===== src/hdl/vlid_pkg.sv =====
// Package for the variable-length instruction decoder: item types, format
// classes and the classify and field-extraction functions.
// No dependencies.
package vlid_pkg;

  typedef enum logic [4:0] {
    CLS_NOP       = 5'd0,
    CLS_RTS       = 5'd1,
    CLS_BRANCH_R  = 5'd2,
    CLS_PUSH      = 5'd3,
    CLS_POP       = 5'd4,
    CLS_PUSHL     = 5'd5,
    CLS_POPL      = 5'd6,
    CLS_LD_IND    = 5'd7,
    CLS_ST_IND    = 5'd8,
    CLS_ALU_REG   = 5'd9,
    CLS_BCOND     = 5'd10,
    CLS_BL        = 5'd11,
    CLS_ALU_IMM5  = 5'd12,
    CLS_LD_OFF    = 5'd13,
    CLS_ST_OFF    = 5'd14,
    CLS_ALU_IMM16 = 5'd15,
    CLS_ALU3_REG  = 5'd16,
    CLS_ALU3_IMM6 = 5'd17,
    CLS_ALU_IMM32 = 5'd18,
    CLS_ADD_IMM32 = 5'd19,
    CLS_UNKNOWN   = 5'd20,
    CLS_TRUNC     = 5'd21
  } fmt_class_e;

  typedef struct packed {
    logic [15:0] halfword;
    logic        last_halfword;
  } in_t;

  typedef struct packed {
    logic [4:0]  format_class;
    logic [1:0]  length_halfwords;
    logic [31:0] instr_address;
    logic [4:0]  opcode_field;
    logic [4:0]  dest_reg;
    logic [4:0]  src_reg;
    logic [4:0]  second_reg;
    logic [3:0]  condition;
    logic [31:0] immediate;
    logic [31:0] branch_target;
    logic        end_of_run;
  } out_t;

  typedef struct packed {
    fmt_class_e cls;
    logic [1:0] len;
  } class_info_t;

  typedef struct packed {
    logic first;
    logic second;
  } push_t;

  function automatic class_info_t classify(logic [15:0] h);
    class_info_t r;
    r.len = 2'd1;
    if (h == 16'h0001)                       r.cls = CLS_NOP;
    else if (h == 16'h005A)                  r.cls = CLS_RTS;
    else if ((h & 16'hFFE0) == 16'h0040)     r.cls = CLS_BRANCH_R;
    else if ((h & 16'hFF90) == 16'h0280)     r.cls = CLS_PUSH;
    else if ((h & 16'hFF90) == 16'h0200)     r.cls = CLS_POP;
    else if ((h & 16'hFF90) == 16'h0380)     r.cls = CLS_PUSHL;
    else if ((h & 16'hFF90) == 16'h0300)     r.cls = CLS_POPL;
    else if ((h & 16'hF900) == 16'h0800)     r.cls = CLS_LD_IND;
    else if ((h & 16'hF900) == 16'h0900)     r.cls = CLS_ST_IND;
    else if ((h & 16'hE000) == 16'h4000)     r.cls = CLS_ALU_REG;
    else if ((h & 16'hF080) == 16'h9000) begin
      r.cls = CLS_BCOND;
      r.len = 2'd2;
    end else if ((h & 16'hF080) == 16'h9080) begin
      r.cls = CLS_BL;
      r.len = 2'd2;
    end else if ((h & 16'hE000) == 16'h6000) r.cls = CLS_ALU_IMM5;
    else if ((h & 16'hFF20) == 16'hA200) begin
      r.cls = CLS_LD_OFF;
      r.len = 2'd2;
    end else if ((h & 16'hFF20) == 16'hA220) begin
      r.cls = CLS_ST_OFF;
      r.len = 2'd2;
    end else if ((h & 16'hFC00) == 16'hB000) begin
      r.cls = CLS_ALU_IMM16;
      r.len = 2'd2;
    end else if ((h & 16'hFC00) == 16'hC000) begin
      r.cls = CLS_ALU3_REG;
      r.len = 2'd2;
    end else if ((h & 16'hFC00) == 16'hE800) begin
      r.cls = CLS_ALU_IMM32;
      r.len = 2'd3;
    end else if ((h & 16'hFC00) == 16'hEC00) begin
      r.cls = CLS_ADD_IMM32;
      r.len = 2'd3;
    end else                                 r.cls = CLS_UNKNOWN;
    return r;
  endfunction

  function automatic logic [4:0] group_reg(logic [1:0] sel);
    logic [4:0] r;
    case (sel)
      2'd0:    r = 5'd0;
      2'd1:    r = 5'd6;
      2'd2:    r = 5'd16;
      default: r = 5'd24;
    endcase
    return r;
  endfunction

  function automatic out_t decode_instr(fmt_class_e cls, logic [1:0] len, logic [15:0] a,
                                        logic [15:0] b, logic [15:0] c, logic [31:0] addr);
    out_t        r;
    logic [22:0] off;
    r                  = '0;
    off                = {a[6:0], b};
    r.format_class     = cls;
    r.length_halfwords = len;
    r.instr_address    = addr;
    case (cls)
      CLS_RTS, CLS_BRANCH_R: begin
        r.dest_reg = a[4:0];
      end
      CLS_PUSH, CLS_POP, CLS_PUSHL, CLS_POPL: begin
        r.dest_reg = group_reg(a[6:5]);
      end
      CLS_LD_IND, CLS_ST_IND: begin
        r.opcode_field = {3'b0, a[10:9]};
        r.src_reg      = {1'b0, a[7:4]};
        r.dest_reg     = {1'b0, a[3:0]};
      end
      CLS_ALU_REG: begin
        r.opcode_field = a[12:8];
        r.src_reg      = {1'b0, a[7:4]};
        r.dest_reg     = {1'b0, a[3:0]};
      end
      CLS_BCOND, CLS_BL: begin
        if (cls == CLS_BCOND) r.condition = a[11:8];
        r.immediate     = {9'b0, off};
        r.branch_target = addr + {{8{off[22]}}, off, 1'b0};
      end
      CLS_ALU_IMM5: begin
        r.opcode_field = {1'b0, a[12:9]};
        r.immediate    = {27'b0, a[8:4]};
        r.dest_reg     = {1'b0, a[3:0]};
      end
      CLS_LD_OFF, CLS_ST_OFF: begin
        r.opcode_field = {3'b0, a[7:6]};
        r.dest_reg     = a[4:0];
        r.src_reg      = b[15:11];
        r.immediate    = {21'b0, b[10:0]};
      end
      CLS_ALU_IMM16: begin
        r.opcode_field = a[9:5];
        r.dest_reg     = a[4:0];
        r.immediate    = {16'b0, b};
      end
      CLS_ALU3_REG, CLS_ALU3_IMM6: begin
        r.opcode_field = a[9:5];
        r.dest_reg     = a[4:0];
        r.src_reg      = b[15:11];
        r.condition    = b[10:7];
        if (cls == CLS_ALU3_REG) r.second_reg = b[4:0];
        else                     r.immediate  = {26'b0, b[5:0]};
      end
      CLS_ALU_IMM32: begin
        r.opcode_field = a[9:5];
        r.dest_reg     = a[4:0];
        r.immediate    = {c, b};
      end
      CLS_ADD_IMM32: begin
        r.src_reg   = a[9:5];
        r.dest_reg  = a[4:0];
        r.immediate = {c, b};
      end
      default: begin
      end
    endcase
    return r;
  endfunction

endpackage


===== src/hdl/vlid_outq.sv =====
// Three-entry result queue for the instruction decoder; takes up to two
// items per cycle and presents the oldest at a fixed head entry.
// Depends on vlid_pkg.
module vlid_outq import vlid_pkg::*; (
  input  logic  clk_i,
  input  logic  rst_ni,
  input  push_t push_i,
  input  out_t  push_first_i,
  input  out_t  push_second_i,
  output logic  room_o,
  output logic  out_valid_o,
  input  logic  out_ready_i,
  output out_t  out_data_o
);

  out_t       ent_q [3];
  out_t       ent_d [3];
  logic [1:0] cnt_q, cnt_d;
  logic [1:0] base;
  logic       pop;

  assign pop         = (cnt_q != 2'd0) && out_ready_i;
  assign out_valid_o = cnt_q != 2'd0;
  assign out_data_o  = ent_q[0];
  assign room_o      = cnt_q <= 2'd1;
  assign base        = cnt_q - {1'b0, pop};
  assign cnt_d       = base + {1'b0, push_i.first} + {1'b0, push_i.second};

  always_comb begin
    for (int i = 0; i < 3; i++) begin
      ent_d[i] = ent_q[i];
      if (pop && i < 2) ent_d[i] = ent_q[i + 1];
      if (push_i.first && base == 2'(i)) ent_d[i] = push_first_i;
      if (push_i.second && (base + 2'd1) == 2'(i)) ent_d[i] = push_second_i;
    end
  end

  always_ff @(posedge clk_i or negedge rst_ni) begin
    if (!rst_ni) begin
      cnt_q <= 2'd0;
    end else begin
      cnt_q <= cnt_d;
    end
  end

  always_ff @(posedge clk_i) begin
    for (int i = 0; i < 3; i++) ent_q[i] <= ent_d[i];
  end

endmodule


===== src/hdl/variable_length_instruction_decoder.sv =====
// Top level of the variable-length instruction decoder: halfword intake,
// instruction assembly state and decode. Depends on vlid_pkg and vlid_outq.
//
// Accepts one halfword per cycle while the result queue has room. An
// instruction is decoded in the cycle its last halfword is accepted and
// written into a three-entry result queue; in_ready_o is high while that
// queue holds at most one result, so with a sink that takes one result per
// cycle the block sustains one halfword per cycle. A halfword can cause two
// results (an unknown three-register form followed by its second halfword
// decoded afresh); both are pushed into the queue together. Writing
// cfg_wdata_i sets the stream start address and drops any partial
// instruction; after a halfword marked last the address returns to it.
module variable_length_instruction_decoder import vlid_pkg::*; (
  input  logic        clk_i,
  input  logic        rst_ni,
  input  logic        in_valid_i,
  output logic        in_ready_o,
  input  in_t         in_data_i,
  output logic        out_valid_o,
  input  logic        out_ready_i,
  output out_t        out_data_o,
  input  logic        cfg_we_i,
  input  logic [31:0] cfg_wdata_i
);

  logic [31:0] start_q;
  logic [1:0]  pend_q, pend_d;
  logic [15:0] held_first_q, held_first_d;
  logic [15:0] held_second_q, held_second_d;
  fmt_class_e  held_class_q, held_class_d;
  logic [31:0] held_addr_q, held_addr_d;
  logic [31:0] next_addr_q, next_addr_d;

  logic        accept;
  logic        room;
  logic [15:0] h;
  logic        last;
  class_info_t ci;
  logic        st_emit;
  out_t        st_res;
  out_t        res0, res1;
  push_t       push;

  assign accept     = in_valid_i && in_ready_o;
  assign in_ready_o = room;
  assign h          = in_data_i.halfword;
  assign last       = in_data_i.last_halfword;
  assign ci         = classify(h);
  assign st_emit    = (ci.len == 2'd1) || last;
  assign st_res     = (ci.len == 2'd1) ?
                      decode_instr(ci.cls, 2'd1, h, 16'd0, 16'd0, next_addr_q) :
                      decode_instr(CLS_TRUNC, 2'd1, 16'd0, 16'd0, 16'd0, next_addr_q);

  always_comb begin
    logic st_path;
    logic v0;
    logic v1;
    st_path       = 1'b0;
    v0            = 1'b0;
    v1            = 1'b0;
    res0          = st_res;
    res1          = st_res;
    pend_d        = pend_q;
    held_first_d  = held_first_q;
    held_second_d = held_second_q;
    held_class_d  = held_class_q;
    held_addr_d   = held_addr_q;
    next_addr_d   = next_addr_q;
    if (cfg_we_i) begin
      next_addr_d = cfg_wdata_i;
      pend_d      = 2'd0;
    end else if (accept) begin
      next_addr_d = next_addr_q + 32'd2;
      case (pend_q)
        2'd0: begin
          st_path = 1'b1;
          v0      = st_emit;
          res0    = st_res;
        end
        2'd1: begin
          pend_d = 2'd0;
          if (held_class_q == CLS_ALU_IMM32 || held_class_q == CLS_ADD_IMM32) begin
            if (last) begin
              v0   = 1'b1;
              res0 = decode_instr(CLS_TRUNC, 2'd2, 16'd0, 16'd0, 16'd0, held_addr_q);
            end else begin
              held_second_d = h;
              pend_d        = 2'd2;
            end
          end else if (held_class_q == CLS_ALU3_REG) begin
            v0 = 1'b1;
            if (h[6:5] == 2'b00) begin
              res0 = decode_instr(CLS_ALU3_REG, 2'd2, held_first_q, h, 16'd0, held_addr_q);
            end else if (h[6]) begin
              res0 = decode_instr(CLS_ALU3_IMM6, 2'd2, held_first_q, h, 16'd0, held_addr_q);
            end else begin
              res0    = decode_instr(CLS_UNKNOWN, 2'd1, 16'd0, 16'd0, 16'd0, held_addr_q);
              st_path = 1'b1;
              v1      = st_emit;
              res1    = st_res;
            end
          end else begin
            v0   = 1'b1;
            res0 = decode_instr(held_class_q, 2'd2, held_first_q, h, 16'd0, held_addr_q);
          end
        end
        default: begin
          pend_d = 2'd0;
          v0     = 1'b1;
          res0   = decode_instr(held_class_q, 2'd3, held_first_q, held_second_q, h,
                                held_addr_q);
        end
      endcase
      if (st_path && !st_emit) begin
        held_first_d = h;
        held_class_d = ci.cls;
        held_addr_d  = next_addr_q;
        pend_d       = 2'd1;
      end
      if (last) begin
        pend_d      = 2'd0;
        next_addr_d = start_q;
      end
    end
    res0.end_of_run = !v1;
    res1.end_of_run = 1'b1;
    push.first      = v0;
    push.second     = v1;
  end

  always_ff @(posedge clk_i or negedge rst_ni) begin
    if (!rst_ni) begin
      start_q       <= 32'd0;
      pend_q        <= 2'd0;
      held_first_q  <= 16'd0;
      held_second_q <= 16'd0;
      held_class_q  <= CLS_NOP;
      held_addr_q   <= 32'd0;
      next_addr_q   <= 32'd0;
    end else begin
      if (cfg_we_i) start_q <= cfg_wdata_i;
      pend_q        <= pend_d;
      held_first_q  <= held_first_d;
      held_second_q <= held_second_d;
      held_class_q  <= held_class_d;
      held_addr_q   <= held_addr_d;
      next_addr_q   <= next_addr_d;
    end
  end

  vlid_outq u_outq (
    .clk_i         (clk_i),
    .rst_ni        (rst_ni),
    .push_i        (push),
    .push_first_i  (res0),
    .push_second_i (res1),
    .room_o        (room),
    .out_valid_o   (out_valid_o),
    .out_ready_i   (out_ready_i),
    .out_data_o    (out_data_o)
  );

`ifndef ASSERT_OFF
  a_trunc_ends_run: assert property (@(posedge clk_i) disable iff (!rst_ni)
    (out_valid_o && out_data_o.format_class == CLS_TRUNC) |-> out_data_o.end_of_run)
    else $error("truncated result without end of run");

  a_unknown_len: assert property (@(posedge clk_i) disable iff (!rst_ni)
    (out_valid_o && out_data_o.format_class == CLS_UNKNOWN)
      |-> out_data_o.length_halfwords == 2'd1)
    else $error("unknown result with length other than one");

  a_last_clears: assert property (@(posedge clk_i) disable iff (!rst_ni)
    (accept && last) |=> (pend_q == 2'd0 && next_addr_q == start_q))
    else $error("partial instruction kept after final halfword");

  a_second_needs_first: assert property (@(posedge clk_i) disable iff (!rst_ni)
    push.second |-> (push.first && pend_q == 2'd1 && held_class_q == CLS_ALU3_REG))
    else $error("second result outside the unknown three-register case");
`endif

endmodule

===== config.mk =====
export PLATFORM = sky130hd
export DESIGN_NAME = variable_length_instruction_decoder
export DESIGN_NICKNAME = d
export VERILOG_FILES = /design/src/hdl/vlid_pkg.sv /design/src/hdl/vlid_outq.sv /design/src/hdl/variable_length_instruction_decoder.sv
export SDC_FILE = /design/constraint.sdc
export NUM_CORES = 1
export LEC_CHECK = 0
export ABC_AREA = 1
export CAP_MARGIN = 40
export CORE_MARGIN = 2
export CORE_UTILIZATION = 36
export CTS_CLUSTER_DIAMETER = 80
export DETAILED_ROUTE_END_ITERATION = 8
export DONT_BUFFER_PORTS = 1
export SYNTH_ARGS = -nofsm -noshare
export SYNTH_HDL_FRONTEND = slang
export SYNTH_HIERARCHICAL = 1
export SYNTH_SLANG_ARGS = --single-unit
export TNS_END_PERCENT = 50

===== constraint.sdc =====
create_clock -name clk_i -period 15 [get_ports clk_i]
set_clock_uncertainty 0.05 [all_clocks]
set_input_delay 0.75 -clock clk_i [delete_from_list [all_inputs] [get_ports clk_i]]
set_output_delay 0.75 -clock clk_i [all_outputs]
set_load 0.02 [all_outputs]

# After elaboration in Yosys (flattened, before gate mapping)
# Memories as Yosys holds them, arrays and structs flattened.
# Cells that the tools add are included.
op_classes:
  addsub: 8
  n_lt_le_gt_ge: 1
  eq_ne: 68
  n_mux: 99
  n_bitwise: 2
  reduce_logical: 43
ops:
  columns: ["op", "n"]
  rows:
  - ["$mux W128", 14]
  - ["$pmux W128 S2", 1]
  - ["$mux W126", 2]
  - ["$mux W32", 6]
  - ["$pmux W32 S6", 1]
  - ["$pmux W23 S5", 1]
  - ["$add A32 B32 Y32", 3]
  - ["$pmux W5 S3", 6]
  - ["$eq A5 B4 Y1 const B", 16]
  - ["$mux W5", 13]
  - ["$eq A5 B5 Y1 const B", 10]
  - ["$pmux W5 S5", 2]
  - ["$mux W7", 7]
  - ["$pmux W23 S2", 1]
  - ["$eq A10 B4 Y1 const B", 4]
  - ["$eq A5 B3 Y1 const B", 8]
  - ["$mux W2", 17]
  - ["$add A32 B2 Y32 const B", 1]
  - ["$reduce_or A4 Y1", 7]
  - ["$eq A6 B6 Y1 const B", 4]
  - ["$eq A5 B2 Y1 const B", 4]
  - ["$eq A9 B9 Y1 const B", 2]
  - ["$reduce_or A9 Y1", 2]
  - ["$mux W1", 17]
  - ["31 further kinds", 72]
totals:
  ff_bits: 134
  ramBits: 384
  inputBits: 54
  output_inout_bits: 130
  wordCells: 230
  mem_count: 1
mem_list:
  columns: ["memory", "depth", "word_bits", "read_ports", "rd_clocked_by_memory_dff", "wr", "line_no", "source"]
  rows:
  - ["u_outq.ent_q", 3, 128, 3, 0, 3, "vlid_outq.sv:16", "out_t ent_q [3];"]

# Logic depth before layout (Yosys ltp)
depth:
  depth_word: 32
  ltp_mapped: 21
  ltp_nobuf: 20

# Cells and area by module
# The synthesis kept the hierarchy.
modules_own_cells:
  columns: ["module", "n_inst", "cells_each", "area_each_um2", "seq_area_each_um2"]
  rows:
  - ["vlid_outq", 1, 2394, 21055.2, 11581.1]
  - ["variable_length_instruction_decoder", 1, 2011, 12542.0, 3303.2]

# Worst setup path before layout
# No wires, ideal clock.
synth_path:
  path_kind: "input-to-reg"
  startpoint: "in in_data_i[16] in the netlist's numbering"
  endpoint: "mem u_outq/ent_q[0][256] in the netlist's numbering (enable)"
  setup_time_ps: 792
  t_arrival_ps: 10963
  required_ps: 14158
  path_slack_ps: 3195
  path_stages: 12
  n_path_buf: 1
  path_cell_list: "buf_4 -> inv_1 -> nor3_2 -> nand3_1 -> nand2_1 -> nor2_1 -> nand2_4 -> nand2_1 -> nand2_1 -> a22oi_1 -> nand2_1 -> o21ai_0"
synth_rtl:
  columns: ["item", "line_no", "source"]
  rows:
  - ["from (decl)", "variable_length_instruction_decoder.sv:18", "input in_t in_data_i,"]
  - ["to (decl)", "vlid_outq.sv:16", null]

==> qor.txt <==
Worst EP arrival -> 6.28 ns
Largest stage delay, worst path -> 0.81 ns
Kind of critical path -> flip-flop to flip-flop
Top-count cell post-synth -> nand2_1
Post-synth top cells -> 952 x nand2_1, 906 x nand3_1, 475 x inv_1, 384 x edfxtp_1, 297 x a21oi_1
Cts repair resizes -> 0
Yosys top cell by area -> edfxtp_1
Met3 wire length -> 11040 um
Hold Path Class -> input pin to flip-flop
H-tree depth -> 2
Post-route setup slack -> 8.939 ns
Status -> finished clean
Tcrit/Tclk final -> 40.40%
Total GRT Usage -> 24.96%
DR WL met2 -> 54120 um
Leakage power -> 15.96 nW
Placed cells -> 5548
Distinct cells, synth -> 60
Crit path launch type -> flip-flop
Total CTS buffers -> 60
Setup slack at placement -> 9.035 ns
M1 wire length -> 52250 um
Worst Path Max Fanout -> 122
Initial core utilization -> 36.16%
Cells after Synth -> 4405
Avg Inst Size Synth -> 7.627 um2
Post-DP HPWL -> 82520 um
CTS tree -> done
Number of global-route vias before repair -> 27930
Number of I/O port buffers -> 0
Top routing layer used -> met4
Row cnt -> 112
Via Count -> 30410
Io pins -> 184
Final RePlAce weighted congestion -> 1.027
Sequential share of the synthesized area -> 44.30%
Share of the synthesized area in the top cell type -> 34.32%
Core area -> 92910 um2
Largest net degree at the start of global routing -> 135
Setup_tns -> 0 ns
RSZ-0062 raised after global routing -> no
Initial DRC count -> 3278
Yosys warning total -> 6
Leading register cell type out of synthesis -> edfxtp_1
Tmin final -> 6.061 ns
Clk_lat worst skew -> 0.69 ns
Drt pass-1 iters -> 6
Fraction of layout cells with a size suffix above 1 -> 5.170%
Top cell by count, worst path -> buf_4
Slowest cell on crit path -> buf_4
Max clock buf depth -> 3
Routed Wire Length -> 121800 um
Die Area -> 95780 um2
Grt ovf -> 0
Fill cell count -> 9553
Rel. slew slack -> 31.93%
Fin nets -> 4463
Synth Cell Area -> 33600 um2
Peak Freq -> 165.0 MHz
Pins Over Slew Limit -> 0
Clock Pin Slew Worst Setup and Hold Paths -> 0.06 ns
Tightest Pin Transition -> 1.021 ns
Clock root buffer -> clkbuf_16
Ys async rst share -> 25.87%
Number of synthesized flops with an enable pin -> 384
Critical path, cell by cell -> inv_2, nand2_1, nand2_1, inv_1, ha_1, inv_1, nand2_2, nand2_8, buf_4, nand2_8, o21ai_4, buf_4, buf_4
WL/cell -> 21.49 um
Number of synthesized register bits -> 518
Layout Cells excl Fill -> 5665
Die width -> 309.5 um
Worst Path Required -> 15.22 ns
Global-route wire length before repair -> 181600 um
DRC errors left -> 0
Final Hold Viols -> 0
Peak supply drop -> 0.0001528 V
# setup viols final -> 0
Cell Pwr Density -> 154.6 nW/um2
Sink Count -> 518
Critical Path Sink Type -> flip-flop
Die height -> 309.5 um
Vias per cell -> 5.368
Largest cells by area after synthesis -> edfxtp_1 34%, nand3_1 13%, nand2_1 11%
Antenna viol nets, final -> 0
Area delta synth->final -> 9.005%
Initial antenna violation count -> 0
Max Cap Violations -> 0
through the flow:
stage | instance area [um2] | hold slack, ns | utilization [%] | total power [mW]
5_1_grt | 36620 | 0.1190 | 39.42 | 5.947
6_report | 36620 | 0.1288 | 39.42 | 5.662
4_1_cts | 36610 | 0.02031 | 39.40 | 5.658
2_1_floorplan | 34400 | 0.3864 | - | 3.646
3_3_place_gp | 34090 | 0.3986 | 36.69 | 4.086
3_5_place_dp | 34590 | 0.4030 | 37.23 | 4.150
worst max-delay path, delay by kind of cell (launching register included):
kind | cells | cell delay, ns
AOI/OAI and AO/OA | 1 | 0.33
adders and majority gates | 1 | 0.21
DFF | 1 | 0.41
buffers and inverters | 6 | 2.64
and+or+nand+nor | 5 | 1.83
repair_timing:
item                                   4_1_cts  5_1_grt
endpoints found under the hold margin      134        2
buffers inserted                             0        0
setup endpoints to repair                    0        0
hold buffers                                 1        1
placed cells by master, fill, tap and decap left out, types with 5 or more instances in the layout:
master     count
xor2_1        23
clkbuf_16     62
dfrtp_1      134
inv_1        475
a31oi_1        6
o21ai_1       34
o22ai_1       12
ha_1          49
nor2_4        11
a22oi_1       10
clkinv_2       8
clkbuf_1      15
nor4_1         5
a21o_1        11
o211ai_1      20
a21oi_1      297
o21ai_2       10
edfxtp_1     384
nand2_1      948
nor2_1       292
nor2_2         9
nand3_1      903
nand4_1       37
nor3_1        36
inv_2         18
inv_4          5
clkinv_1      13
o21ai_0      194
buf_4         33
o31ai_1        6
o21bai_1      12
buf_16        17
nand2_4        7
o221ai_1      15
conb_1       216
power by group:
group	total (mW)	leakage (nW)	switching (mW)	internal [mW]
sequential	2.34	5.26	0.391	1.95
clock	1.49	0.963	0.655	0.837
combinational	1.83	9.73	1.34	0.488
kinds of logic (layout without fill, tap and decap cells):
group                      count (synthesis)  in the layout  share of synthesized area [%]
other                                      2            217                        0.02235
buffers and inverters                    881            672                          12.32
xor gates and xnor gates                  26             26                         0.6778
adders and majority gates                 51             51                          1.944
DFF                                      518            518                          44.30
AOI/OAI and AO/OA                        654            654                          10.84
and+or+nand+nor                         2273           2273                          29.90
routing by layer:
layer / global-route usage [%] / vias up
met4: 8.490 / 0
met5: 0 / -
met1: 34.81 / 14370
li1: - / 14420
met3: 4.918 / 198
met2: 38.60 / 1426
final timing paths:
check | from | slack, ns | to | cells after the start
setup / recovery | u_outq/cnt_q[1]$_DFF_PN0_ | 8.94 | u_outq/ent_q[0][310]$_DFFE_PP_ | 13
min in group asynchronous | rst_ni | 0.58 | u_outq/cnt_q[0]$_DFF_PN0_ | 2
setup reg to reg | u_outq/cnt_q[1]$_DFF_PN0_ | 8.94 | u_outq/ent_q[0][310]$_DFFE_PP_ | 13
max in group asynchronous | rst_ni | 13.55 | held_class_q[4]$_DFFE_PN0P_ | 2
hold reg to reg | start_q[18]$_DFFE_PN0P_ | 0.41 | start_q[18]$_DFFE_PN0P_ | 2
hold / removal | cfg_we_i | 0.13 | start_q[3]$_DFFE_PN0P_ | 1
layout make-up:
| class | count | area (um2) | area share [%] |
|---|---|---|---|
| multi-input cells | 3220 | 15500 | 42.32 |
| clock inverters | 33 | 327.8 | 0.8951 |
| well taps | 1254 | 1569 | 4.284 |
| inverters | 501 | 1891 | 5.162 |
| diodes | 1 | 2.502 | 0.006833 |
| flip-flops and latches | 518 | 14880 | 40.64 |
| clock buffers | 81 | 1663 | 4.540 |
| repair buffers | 57 | 785.8 | 2.146 |
state kept, by name, indices dropped and copies added, names as in the netlist:
register       count
u_outq/cnt_q       2
held_first_q      13
next_addr_q       32
held_second_q     16
u_outq/ent_q     384
held_class_q       5
held_addr_q       32
start_q           32
pend_q             2
No activity file was read; power rests on OpenSTA's default activity.
